`src/rtl/core/jdlp_pkg.sv`:
```
`timescale 1ns / 1ps
// ----------------------------------------------------------------------------
// jdlp_pkg: shared types of the least-pending job dispatcher
// Payload structs, event and action codes, configuration register indexes.
// ----------------------------------------------------------------------------
package jdlp_pkg;

  localparam int CFG_IDX_W  = 1;
  localparam int CFG_DATA_W = 4;

  typedef enum logic [CFG_IDX_W-1:0] {
    CFG_WORKERS_IN_USE = 1'b0,
    CFG_PENDING_LIMIT  = 1'b1
  } cfg_reg_e;

  typedef enum logic [0:0] {
    ACT_PUSH   = 1'b0,
    ACT_FINISH = 1'b1
  } action_e;

  typedef enum logic [2:0] {
    EV_DISPATCHED = 3'd0,
    EV_QUEUED     = 3'd1,
    EV_REFILLED   = 3'd2,
    EV_FREED      = 3'd3,
    EV_REJECTED   = 3'd4
  } event_e;

  typedef struct packed {
    logic [0:0]  action;
    logic [31:0] job_handle;
    logic [31:0] completion_tag;
    logic [7:0]  mailbox_free_mask;
    logic [2:0]  done_worker;
    logic [4:0]  done_slot;
  } in_item_t;

  typedef struct packed {
    logic [2:0]  event_res;
    logic [2:0]  worker;
    logic [4:0]  slot;
    logic [31:0] sent_job;
    logic [31:0] finished_tag;
    logic [5:0]  busy_count;
    logic [4:0]  waiting_count;
  } out_item_t;

endpackage

```
`src/rtl/core/jdlp_if.sv`:
```
`timescale 1ns / 1ps
// ----------------------------------------------------------------------------
// jdlp_in_if / jdlp_out_if: valid-ready channels of the job dispatcher
// One transfer when valid and ready are both high at a rising edge.
// ----------------------------------------------------------------------------
interface jdlp_in_if;
  import jdlp_pkg::*;
  logic     valid;
  logic     ready;
  in_item_t data;
  modport source (output valid, output data, input ready);
  modport sink (input valid, input data, output ready);
endinterface

interface jdlp_out_if;
  import jdlp_pkg::*;
  logic      valid;
  logic      ready;
  out_item_t data;
  modport source (output valid, output data, input ready);
  modport sink (input valid, input data, output ready);
endinterface

```
`src/rtl/core/job_dispatcher_least_pending_core.sv`:
```
`timescale 1ns / 1ps
// ----------------------------------------------------------------------------
// job_dispatcher_least_pending_core: least-pending job dispatcher
// Picks the least loaded worker, claims a free slot, queues overflow in a
// bounded wait FIFO and refills or frees slots on completion.
// ----------------------------------------------------------------------------
// Usage:
//   job_i carries commands (push or finish), evt_o one event per command.
//   cfg_we_i/cfg_idx_i/cfg_wdata_i write workers_in_use and pending_limit;
//   write them only while the dispatcher is idle.
//   One command at a time: job_i.ready is high only while the sequencer idles.
//   A push walks the active workers one per cycle through a shared compare,
//   then decides, then walks busy slots one per cycle from the rotating
//   search pointer. A push with no eligible worker, or one that finds every
//   slot busy, goes on to the wait FIFO.
//   A finish waits for the registered slot and wait memory reads; a finish
//   on an idle slot skips them.
//   The event register lets the next command enter while an event waits;
//   a stalled evt_o holds the following command in its last step.
//   Reset clears all counts, pointers and slot valid bits and loads
//   workers_in_use = 8, pending_limit = 4. Slot and wait memories are not
//   cleared; valid bits and the FIFO count guard every read.
// ----------------------------------------------------------------------------
module job_dispatcher_least_pending_core #(
  parameter int MAX_WORKERS = 8,
  parameter int MAX_PENDING = 4,
  parameter int WAIT_DEPTH  = 16
) (
  input  logic                          clk_i,
  input  logic                          rst_ni,
  input  logic                          cfg_we_i,
  input  logic [jdlp_pkg::CFG_IDX_W-1:0]  cfg_idx_i,
  input  logic [jdlp_pkg::CFG_DATA_W-1:0] cfg_wdata_i,
  jdlp_in_if.sink                       job_i,
  jdlp_out_if.source                    evt_o
);
  import jdlp_pkg::*;

  localparam int SLOTS = MAX_WORKERS * MAX_PENDING;
  localparam int CW    = $clog2(MAX_WORKERS + 1);
  localparam int XW    = (CW > 4) ? CW : 4;
  localparam int WW    = (MAX_WORKERS > 1) ? $clog2(MAX_WORKERS) : 1;
  localparam int PW    = $clog2(MAX_PENDING + 1);
  localparam int SW    = (SLOTS > 1) ? $clog2(SLOTS) : 1;
  localparam int DSW   = (SW > 5) ? SW : 5;
  localparam int SCW   = $clog2(SLOTS + 1);
  localparam int BXW   = (SCW > 6) ? SCW : 6;
  localparam int DW    = $clog2(WAIT_DEPTH);
  localparam int TW    = $clog2(WAIT_DEPTH + 1);
  localparam int TXW   = (TW > 5) ? TW : 5;

  typedef enum logic [6:0] {
    ST_IDLE  = 7'b0000001,
    ST_WSCAN = 7'b0000010,
    ST_SSCAN = 7'b0000100,
    ST_QUEUE = 7'b0001000,
    ST_FCHK  = 7'b0010000,
    ST_FDONE = 7'b0100000,
    ST_EMIT  = 7'b1000000
  } state_e;

  state_e            state_q, state_d;
  logic [3:0]        workers_q, workers_d;
  logic [2:0]        limit_q, limit_d;
  logic [PW-1:0]     pend_q [MAX_WORKERS];
  logic [PW-1:0]     pend_d [MAX_WORKERS];
  logic [SLOTS-1:0]  valid_q, valid_d;
  logic [SW-1:0]     start_q, start_d;
  logic [SCW-1:0]    busy_q, busy_d;
  logic [DW-1:0]     tail_q, tail_d;
  logic [DW-1:0]     head_q, head_d;
  logic [TW-1:0]     total_q, total_d;
  logic [XW-1:0]     idx_q, idx_d;
  logic [XW-1:0]     pick_q, pick_d;
  logic              pick_ok_q, pick_ok_d;
  logic [PW-1:0]     minp_q, minp_d;
  logic [SW-1:0]     sidx_q, sidx_d;
  logic [SW-1:0]     scnt_q, scnt_d;
  in_item_t          item_q, item_d;
  out_item_t         res_q, res_d;
  out_item_t         out_q, out_d;
  logic              out_valid_q, out_valid_d;

  logic [63:0]       slot_mem [SLOTS];
  logic [63:0]       wait_mem [WAIT_DEPTH];
  logic [63:0]       slot_rdata_q;
  logic [63:0]       wait_rdata_q;
  logic              slot_we;
  logic [SW-1:0]     slot_waddr;
  logic [63:0]       slot_wdata;
  logic              wait_we;

  logic [XW-1:0]     n_w;
  logic [PW-1:0]     lim_w;
  logic [XW-1:0]     dw_ext;
  logic [DSW-1:0]    ds_ext;
  logic [DSW-1:0]    sidx_ext;
  logic [SW-1:0]     ds_idx;
  logic              ds_ok;
  logic              dw_ok;
  logic [WW-1:0]     rd_w;
  logic [PW-1:0]     pend_rd;
  logic              room;
  logic [SW-1:0]     sidx_inc;
  logic [BXW-1:0]    busy_ext;
  logic [TXW-1:0]    total_ext;

  assign n_w       = (int'(workers_q) > MAX_WORKERS) ? XW'(MAX_WORKERS) : XW'(workers_q);
  assign lim_w     = (int'(limit_q) > MAX_PENDING) ? PW'(MAX_PENDING) : PW'(limit_q);
  assign dw_ext    = XW'(item_q.done_worker);
  assign ds_ext    = DSW'(item_q.done_slot);
  assign sidx_ext  = DSW'(sidx_q);
  assign ds_idx    = ds_ext[SW-1:0];
  assign ds_ok     = int'(item_q.done_slot) < SLOTS;
  assign dw_ok     = int'(item_q.done_worker) < MAX_WORKERS;
  assign rd_w      = (state_q == ST_FDONE) ? dw_ext[WW-1:0] : idx_q[WW-1:0];
  assign pend_rd   = pend_q[rd_w];
  assign room      = (idx_q < XW'(8)) && item_q.mailbox_free_mask[idx_q[2:0]];
  assign sidx_inc  = (sidx_q == SW'(SLOTS - 1)) ? '0 : sidx_q + 1'b1;
  assign busy_ext  = BXW'(busy_q);
  assign total_ext = TXW'(total_q);

  assign job_i.ready = (state_q == ST_IDLE);
  assign evt_o.valid = out_valid_q;
  assign evt_o.data  = out_q;

  always_comb begin
    state_d     = state_q;
    workers_d   = workers_q;
    limit_d     = limit_q;
    pend_d      = pend_q;
    valid_d     = valid_q;
    start_d     = start_q;
    busy_d      = busy_q;
    tail_d      = tail_q;
    head_d      = head_q;
    total_d     = total_q;
    idx_d       = idx_q;
    pick_d      = pick_q;
    pick_ok_d   = pick_ok_q;
    minp_d      = minp_q;
    sidx_d      = sidx_q;
    scnt_d      = scnt_q;
    item_d      = item_q;
    res_d       = res_q;
    out_d       = out_q;
    out_valid_d = out_valid_q;
    slot_we     = 1'b0;
    slot_waddr  = sidx_q;
    slot_wdata  = {item_q.completion_tag, item_q.job_handle};
    wait_we     = 1'b0;

    if (cfg_we_i) begin
      case (cfg_idx_i)
        CFG_WORKERS_IN_USE: workers_d = cfg_wdata_i;
        CFG_PENDING_LIMIT:  limit_d   = cfg_wdata_i[2:0];
        default: ;
      endcase
    end

    if (out_valid_q && evt_o.ready) begin
      out_valid_d = 1'b0;
    end

    case (state_q)
      ST_IDLE: begin
        if (job_i.valid) begin
          item_d    = job_i.data;
          idx_d     = '0;
          minp_d    = lim_w;
          pick_ok_d = 1'b0;
          state_d   = (job_i.data.action == ACT_PUSH) ? ST_WSCAN : ST_FCHK;
        end
      end
      ST_WSCAN: begin
        if (idx_q < n_w) begin
          if (room && pend_rd < minp_q) begin
            pick_d    = idx_q;
            minp_d    = pend_rd;
            pick_ok_d = 1'b1;
          end
          idx_d = idx_q + 1'b1;
        end else if (pick_ok_q) begin
          sidx_d  = start_q;
          scnt_d  = '0;
          state_d = ST_SSCAN;
        end else begin
          state_d = ST_QUEUE;
        end
      end
      ST_SSCAN: begin
        if (!valid_q[sidx_q]) begin
          valid_d[sidx_q]          = 1'b1;
          slot_we                  = 1'b1;
          start_d                  = sidx_inc;
          busy_d                   = busy_q + 1'b1;
          pend_d[pick_q[WW-1:0]]   = minp_q + 1'b1;
          res_d                    = '0;
          res_d.event_res          = EV_DISPATCHED;
          res_d.worker             = pick_q[2:0];
          res_d.slot               = sidx_ext[4:0];
          res_d.sent_job           = item_q.job_handle;
          state_d                  = ST_EMIT;
        end else if (scnt_q == SW'(SLOTS - 1)) begin
          state_d = ST_QUEUE;
        end else begin
          sidx_d = sidx_inc;
          scnt_d = scnt_q + 1'b1;
        end
      end
      ST_QUEUE: begin
        res_d = '0;
        if (total_q == TW'(WAIT_DEPTH)) begin
          res_d.event_res = EV_REJECTED;
        end else begin
          wait_we         = 1'b1;
          tail_d          = (tail_q == DW'(WAIT_DEPTH - 1)) ? '0 : tail_q + 1'b1;
          total_d         = total_q + 1'b1;
          res_d.event_res = EV_QUEUED;
        end
        state_d = ST_EMIT;
      end
      ST_FCHK: begin
        if (!ds_ok || !valid_q[ds_idx]) begin
          res_d           = '0;
          res_d.event_res = EV_FREED;
          res_d.worker    = item_q.done_worker;
          res_d.slot      = item_q.done_slot;
          state_d         = ST_EMIT;
        end else begin
          state_d = ST_FDONE;
        end
      end
      ST_FDONE: begin
        res_d              = '0;
        res_d.worker       = item_q.done_worker;
        res_d.slot         = item_q.done_slot;
        res_d.finished_tag = slot_rdata_q[63:32];
        if (total_q != '0) begin
          slot_we         = 1'b1;
          slot_waddr      = ds_idx;
          slot_wdata      = wait_rdata_q;
          total_d         = total_q - 1'b1;
          head_d          = (head_q == DW'(WAIT_DEPTH - 1)) ? '0 : head_q + 1'b1;
          res_d.event_res = EV_REFILLED;
          res_d.sent_job  = wait_rdata_q[31:0];
        end else begin
          if (dw_ok && pend_rd != '0) begin
            pend_d[rd_w] = pend_rd - 1'b1;
          end
          valid_d[ds_idx] = 1'b0;
          if (busy_q != '0) begin
            busy_d = busy_q - 1'b1;
          end
          res_d.event_res = EV_FREED;
        end
        state_d = ST_EMIT;
      end
      ST_EMIT: begin
        if (!out_valid_q || evt_o.ready) begin
          out_valid_d         = 1'b1;
          out_d               = res_q;
          out_d.busy_count    = busy_ext[5:0];
          out_d.waiting_count = total_ext[4:0];
          state_d             = ST_IDLE;
        end
      end
      default: begin
        state_d = ST_IDLE;
      end
    endcase
  end

  always_ff @(posedge clk_i or negedge rst_ni) begin
    if (!rst_ni) begin
      state_q     <= ST_IDLE;
      workers_q   <= 4'd8;
      limit_q     <= 3'd4;
      for (int i = 0; i < MAX_WORKERS; i++) begin
        pend_q[i] <= '0;
      end
      valid_q     <= '0;
      start_q     <= '0;
      busy_q      <= '0;
      tail_q      <= '0;
      head_q      <= '0;
      total_q     <= '0;
      idx_q       <= '0;
      pick_ok_q   <= 1'b0;
      sidx_q      <= '0;
      scnt_q      <= '0;
      out_valid_q <= 1'b0;
    end else begin
      state_q     <= state_d;
      workers_q   <= workers_d;
      limit_q     <= limit_d;
      pend_q      <= pend_d;
      valid_q     <= valid_d;
      start_q     <= start_d;
      busy_q      <= busy_d;
      tail_q      <= tail_d;
      head_q      <= head_d;
      total_q     <= total_d;
      idx_q       <= idx_d;
      pick_ok_q   <= pick_ok_d;
      sidx_q      <= sidx_d;
      scnt_q      <= scnt_d;
      out_valid_q <= out_valid_d;
    end
  end

  always_ff @(posedge clk_i) begin
    pick_q <= pick_d;
    minp_q <= minp_d;
    item_q <= item_d;
    res_q  <= res_d;
    out_q  <= out_d;
  end

  always_ff @(posedge clk_i) begin
    if (slot_we) begin
      slot_mem[slot_waddr] <= slot_wdata;
    end
    slot_rdata_q <= slot_mem[ds_idx];
  end

  always_ff @(posedge clk_i) begin
    if (wait_we) begin
      wait_mem[tail_q] <= {item_q.completion_tag, item_q.job_handle};
    end
    wait_rdata_q <= wait_mem[head_q];
  end

  a_busy_matches_valid: assert property (@(posedge clk_i) disable iff (!rst_ni)
    $countones(valid_q) == int'(busy_q))
    else $error("busy count differs from occupied slots");

  a_wait_bound: assert property (@(posedge clk_i) disable iff (!rst_ni)
    int'(total_q) <= WAIT_DEPTH)
    else $error("wait FIFO count above depth");

  a_wait_ptrs: assert property (@(posedge clk_i) disable iff (!rst_ni)
    (int'(head_q) + int'(total_q) == int'(tail_q)) ||
    (int'(head_q) + int'(total_q) == int'(tail_q) + WAIT_DEPTH))
    else $error("wait FIFO head, tail and count disagree");

  a_pick_below_limit: assert property (@(posedge clk_i) disable iff (!rst_ni)
    (state_q == ST_SSCAN) |-> (pick_ok_q && minp_q < lim_w))
    else $error("slot search without an eligible worker");

  a_emit_drives_valid: assert property (@(posedge clk_i) disable iff (!rst_ni)
    (state_q == ST_EMIT && (!out_valid_q || evt_o.ready)) |=> out_valid_q)
    else $error("event not presented after emit");

endmodule

```
`src/flat_wrapper.sv`:
```
// flat-port wrapper written by rule: the top's interface ports become plain ports
module job_dispatcher_least_pending_core_flat import jdlp_pkg::*;
#(
  parameter int MAX_WORKERS = 8,
  parameter int MAX_PENDING = 4,
  parameter int WAIT_DEPTH  = 16
)
  (clk_i, rst_ni, cfg_we_i, cfg_idx_i, cfg_wdata_i, job_i_valid, job_i_data, job_i_ready, evt_o_valid, evt_o_data, evt_o_ready);
  jdlp_in_if job_i_i ();
  jdlp_out_if evt_o_i ();
  input  logic clk_i;
  input  logic rst_ni;
  input  logic cfg_we_i;
  input  logic [jdlp_pkg::CFG_IDX_W-1:0] cfg_idx_i;
  input  logic [jdlp_pkg::CFG_DATA_W-1:0] cfg_wdata_i;
  input wire logic [$bits(job_i_i.valid)-1:0] job_i_valid;
  input wire logic [$bits(job_i_i.data)-1:0] job_i_data;
  output wire logic [$bits(job_i_i.ready)-1:0] job_i_ready;
  output wire logic [$bits(evt_o_i.valid)-1:0] evt_o_valid;
  output wire logic [$bits(evt_o_i.data)-1:0] evt_o_data;
  input wire logic [$bits(evt_o_i.ready)-1:0] evt_o_ready;
  assign job_i_i.valid = job_i_valid;
  assign job_i_i.data = job_i_data;
  assign job_i_ready = job_i_i.ready;
  assign evt_o_valid = evt_o_i.valid;
  assign evt_o_data = evt_o_i.data;
  assign evt_o_i.ready = evt_o_ready;
  job_dispatcher_least_pending_core #(.MAX_WORKERS(MAX_WORKERS), .MAX_PENDING(MAX_PENDING), .WAIT_DEPTH(WAIT_DEPTH)) u_core (.clk_i(clk_i), .rst_ni(rst_ni), .cfg_we_i(cfg_we_i), .cfg_idx_i(cfg_idx_i), .cfg_wdata_i(cfg_wdata_i), .job_i(job_i_i), .evt_o(evt_o_i));
endmodule
```
`config.mk`:
```
export PLATFORM = sky130hd
export DESIGN_NAME = job_dispatcher_least_pending_core_flat
export DESIGN_NICKNAME = d
export VERILOG_FILES = /design/src/rtl/core/jdlp_pkg.sv /design/src/rtl/core/jdlp_if.sv /design/src/rtl/core/job_dispatcher_least_pending_core.sv /design/src/flat_wrapper.sv
export SDC_FILE = /design/constraint.sdc
export NUM_CORES = 2
export LEC_CHECK = 0
export ABC_AREA = 1
export BUFFER_PORTS_ARGS = -buffer_cell sky130_fd_sc_hd__buf_2
export CORE_ASPECT_RATIO = 2
export CORE_MARGIN = 4
export CORE_UTILIZATION = 40
export CTS_CLUSTER_DIAMETER = 80
export DETAILED_ROUTE_END_ITERATION = 8
export MAX_ROUTING_LAYER = met4
export PLACE_DENSITY = 0.58
export SETUP_SLACK_MARGIN = 0.3
export SKIP_LAST_GASP = 1
export SLEW_MARGIN = 20
export SYNTH_ARGS = -nofsm -noshare
export SYNTH_HDL_FRONTEND = slang
export SYNTH_SLANG_ARGS = --single-unit
```
`constraint.sdc`:
```
create_clock -name clk_i -period 16.59 [get_ports clk_i]
set_input_delay 0.8295 -clock clk_i [delete_from_list [all_inputs] [get_ports clk_i]]
set_output_delay 0.8295 -clock clk_i [all_outputs]
set_load 0.01 [all_outputs]
```
==> qor.csv <==
stage;metric;value;unit
cts;postCtsResizedCells;0;
floorplan;std_cell_rows;251;
worst_setup_path;crit_family;buffers and inverters;
route;drt_iter0_drc;5565;
floorplan;dieArea;244000;µm²
timing;fin_tns_setup;0;ns
route;avgViaCountPerCell;5.75;
run;drv_cap;0;
final_layout;drive_gt1_frac;0.115;
global_route;grt_use_met2;0.407;
final_layout;area_growth;13.0;%
cts;cts_max_level;4;
cts;clk_path_buf_depth;4;
cts;postCtsSetupBuffers;0;
global_route;antenna_found_initial;8;
timing;tightest_slew;1.16;ns
floorplan;die_w;351;µm
worst_setup_path;cp-end-kind;flop;
placement;dp_hpwl;166000;µm
worst_setup_path;crit_path_start_kind;flop;
timing;skew;0.0656;ns
floorplan;io_pins;179;
cts;insertion_delay;0.87;ns
timing;setup_violations;0;
worst_setup_path;cp-startpoint;u_core.head_q[0];
yosys;yosys_warnings;0;
pwr;p_leak;35.8;nW
global_route;grt_pass1_vias;57500;
timing;relSlewSlack;0.229;
global_route;track_usage;0.230;
route;vias;57100;
placement;dpl_cell_area;99200;µm²
worst_setup_path;path_cells;inv_8 -> buf_4 -> buf_4 -> buf_4 -> o21ai_0 -> o221ai_1 -> nand4_1 -> nand2_1;
route;drt_wl_total;279000;µm
floorplan;core_area;234000;µm²
worst_setup_path;arrival;5.77;ns
route;firstDrtPassIters;6;
placement;io_buffer_count;178;
floorplan;fp.dieH;695;µm
outcome;status;finished, final reports clean;
cts;cts_hold_buf;0;
timing;rsz0062_at_grt;false;
global_route;busiest_layer;met2;
timing;period_minus_slack;5.00;ns
yosys;synth_edf_count;2295;
pwr;max-vdd-ir-drop;0.0873;mV
yosys;ys_seq_area_frac;0.780;
final_layout;final_cell_mix;edfxtp_1, nand2_1, a22oi_1;
cts;cts.sinks;2501;
worst_hold_path;hp-class;primary input to async pin;
worst_setup_path;critPathMaxStageDelay;0.89;ns
final_layout;final_cell_area;107000;µm²
yosys;synth_cells;6551;
global_route;grt_max_degree;183;
global_route;grtUsageMet3;0.0271;
worst_setup_path;r2r_start;u_core.head_q[0];
global_route;grtUsageMet1;0.254;
yosys;synth_area;94300;µm²
timing;post-route-period-util;0.301;
global_route;grt_pass1_wl;399000;µm
worst_setup_path;crit_type;flop to flop;
cts;tritoncts;built;
cts;clockRootBuffer;clkbuf_16;
yosys;yosysUniqueCellTypes;52;
pwr;power_density;140;nW/µm²
floorplan;start_util;0.402;
timing;final_max_slew_viol_count;0;
yosys;syn_nets;6672;
yosys;ys.flop_type;edfxtp_1;
cts;path_clk_slew;0.07;ns
placement;gp_congestion;0.917;
worst_setup_path;path_max_fanout;112;
final_layout;final_nets;6832;
yosys;syn_area_per_cell;14.4;µm²
global_route;gr-total-overflow;0;
route;wl_per_cell;28.1;µm
worst_setup_path;path_common_cell;buf_4;
timing;hold_viol;0;
cts;cts_buffers;220;
yosys;ys_seq_elements;2501;
final_layout;final_common_cell;edfxtp_1;
yosys;synth-async-reset-ratio;0.0440;
timing;max_freq;200;MHz
worst_setup_path;worstPathRequired;17.36;ns
route;ant_nets;0;
worst_setup_path;crit_slowest_cell;buf_4;
worst_setup_path;path_buf_inv;4;
route;drc;0;
## cell usage after synthesis, types with 32 or more instances
master / count / area, µm²
nor2_1: 422 / 1580
inv_1: 202 / 758
nand4_1: 71 / 444
a221oi_1: 86 / 753
nand2_1: 963 / 3610
dfxtp_1: 96 / 1920
o21ai_0: 427 / 2140
nand3_1: 159 / 796
clkbuf_1: 317 / 1190
a32o_1: 32 / 320
o221ai_1: 52 / 455
o22ai_1: 107 / 669
a21oi_1: 384 / 1920
nor3_1: 43 / 215
edfxtp_1: 2295 / 68900
buf_1: 39 / 146
dfrtp_1: 107 / 2680
a22oi_1: 518 / 3890
## worst reg2reg max path, cell delays in order (launching register included)
cell,delay (ns)
dfrtp_4,0.79
inv_8,0.61
buf_4,0.98
buf_4,0.87
buf_4,0.87
o21ai_0,0.24
o221ai_1,0.31
nand4_1,0.14
nand2_1,0.12
## path summary, 6_finish.rpt
check,cells past startpoint,endpoint,slack [ns]
worst max-delay path,8,u_core.wait_rdata_q[22],11.59
max in group asynchronous,2,u_core.head_q[1],14.98
worst min register to register,0,u_core.evt_o.data[23],0.39
worst max register to register,8,u_core.wait_rdata_q[22],11.59
worst min-delay path,1,u_core.busy_ext[5],0.09
min in group clk_i,1,u_core.item_q[58],0.14
## power by group
part	switching (mW)	total, mW	internal, mW
clock	2.30	5.12	2.82
sequential	0.310	7.88	7.57
combinational	1.50	1.94	0.441
## sequential cells by signal, summed over array words and instances (netlist names), 4 cells and up
name and count:
u_core.total_ext 5, u_core.ds_ext 5, u_core.pend_q 24, u_core.evt_o.data 86, u_core.idx_q 4, u_core.scnt_q 5
u_core.item_q 72, u_core.workers_q 4, u_core.start_q 5, u_core.slot_mem 1024, u_core.state_q 7, u_core.res_q 75
u_core.wait_rdata_q 64, u_core.tail_q 4, u_core.busy_ext 6, u_core.wait_mem 1024, u_core.head_q 4, u_core.valid_q 32
u_core.sidx_ext 5, u_core.slot_rdata_q 32
## logic make-up after synthesis
group,count (synthesis),synth area share
XOR/XNOR,14,0.00130
buffers and inverters,602,0.0247
adder cells (fa/ha/maj),30,0.00414
AO/OA/AOI/OAI,1681,0.114
AND/OR/NAND/NOR,1723,0.0758
flip-flops,2501,0.780
## final cells by class
class | count | area, µm²
antenna | 6 | 15.0
clock buffer | 298 | 6030
clock inverter | 106 | 1040
fill | 20400 | 128000
inverter | 214 | 832
multi-input combinational | 3448 | 18900
sequential | 2501 | 73600
tap | 3036 | 3800
timing repair buffer | 326 | 2320
## routing by layer
metal | routed length [µm] | vias to the layer above | share of wire
met4 | 16500 | 0 | 0.059
met3 | 14300 | 645 | 0.051
met5 | 0 | - | 0
li1 | - | 25100 | -
met2 | 147000 | 2123 | 0.53
met1 | 101000 | 29200 | 0.36
## metrics by stage
| stage | setup WS (ns) | hold slack [ns] | instances | total power [mW] | utilization |
|---|---|---|---|---|---|
| 4_1_cts | 11.58 | 0.0673 | 9919 | 15.1 | 0.454 |
| 3_3_place_gp | 11.51 | 0.402 | 9504 | 9.94 | 0.423 |
| 2_1_floorplan | 10.67 | 0.400 | 6551 | 8.92 | - |
| 3_5_place_dp | 11.62 | 0.405 | 9515 | 9.97 | 0.424 |
| 6_report | 11.59 | 0.0932 | 9935 | 14.9 | 0.455 |
| 5_1_grt | 11.20 | 0.0867 | 9933 | 15.4 | 0.455 |
(Power assumes the default switching activity.)
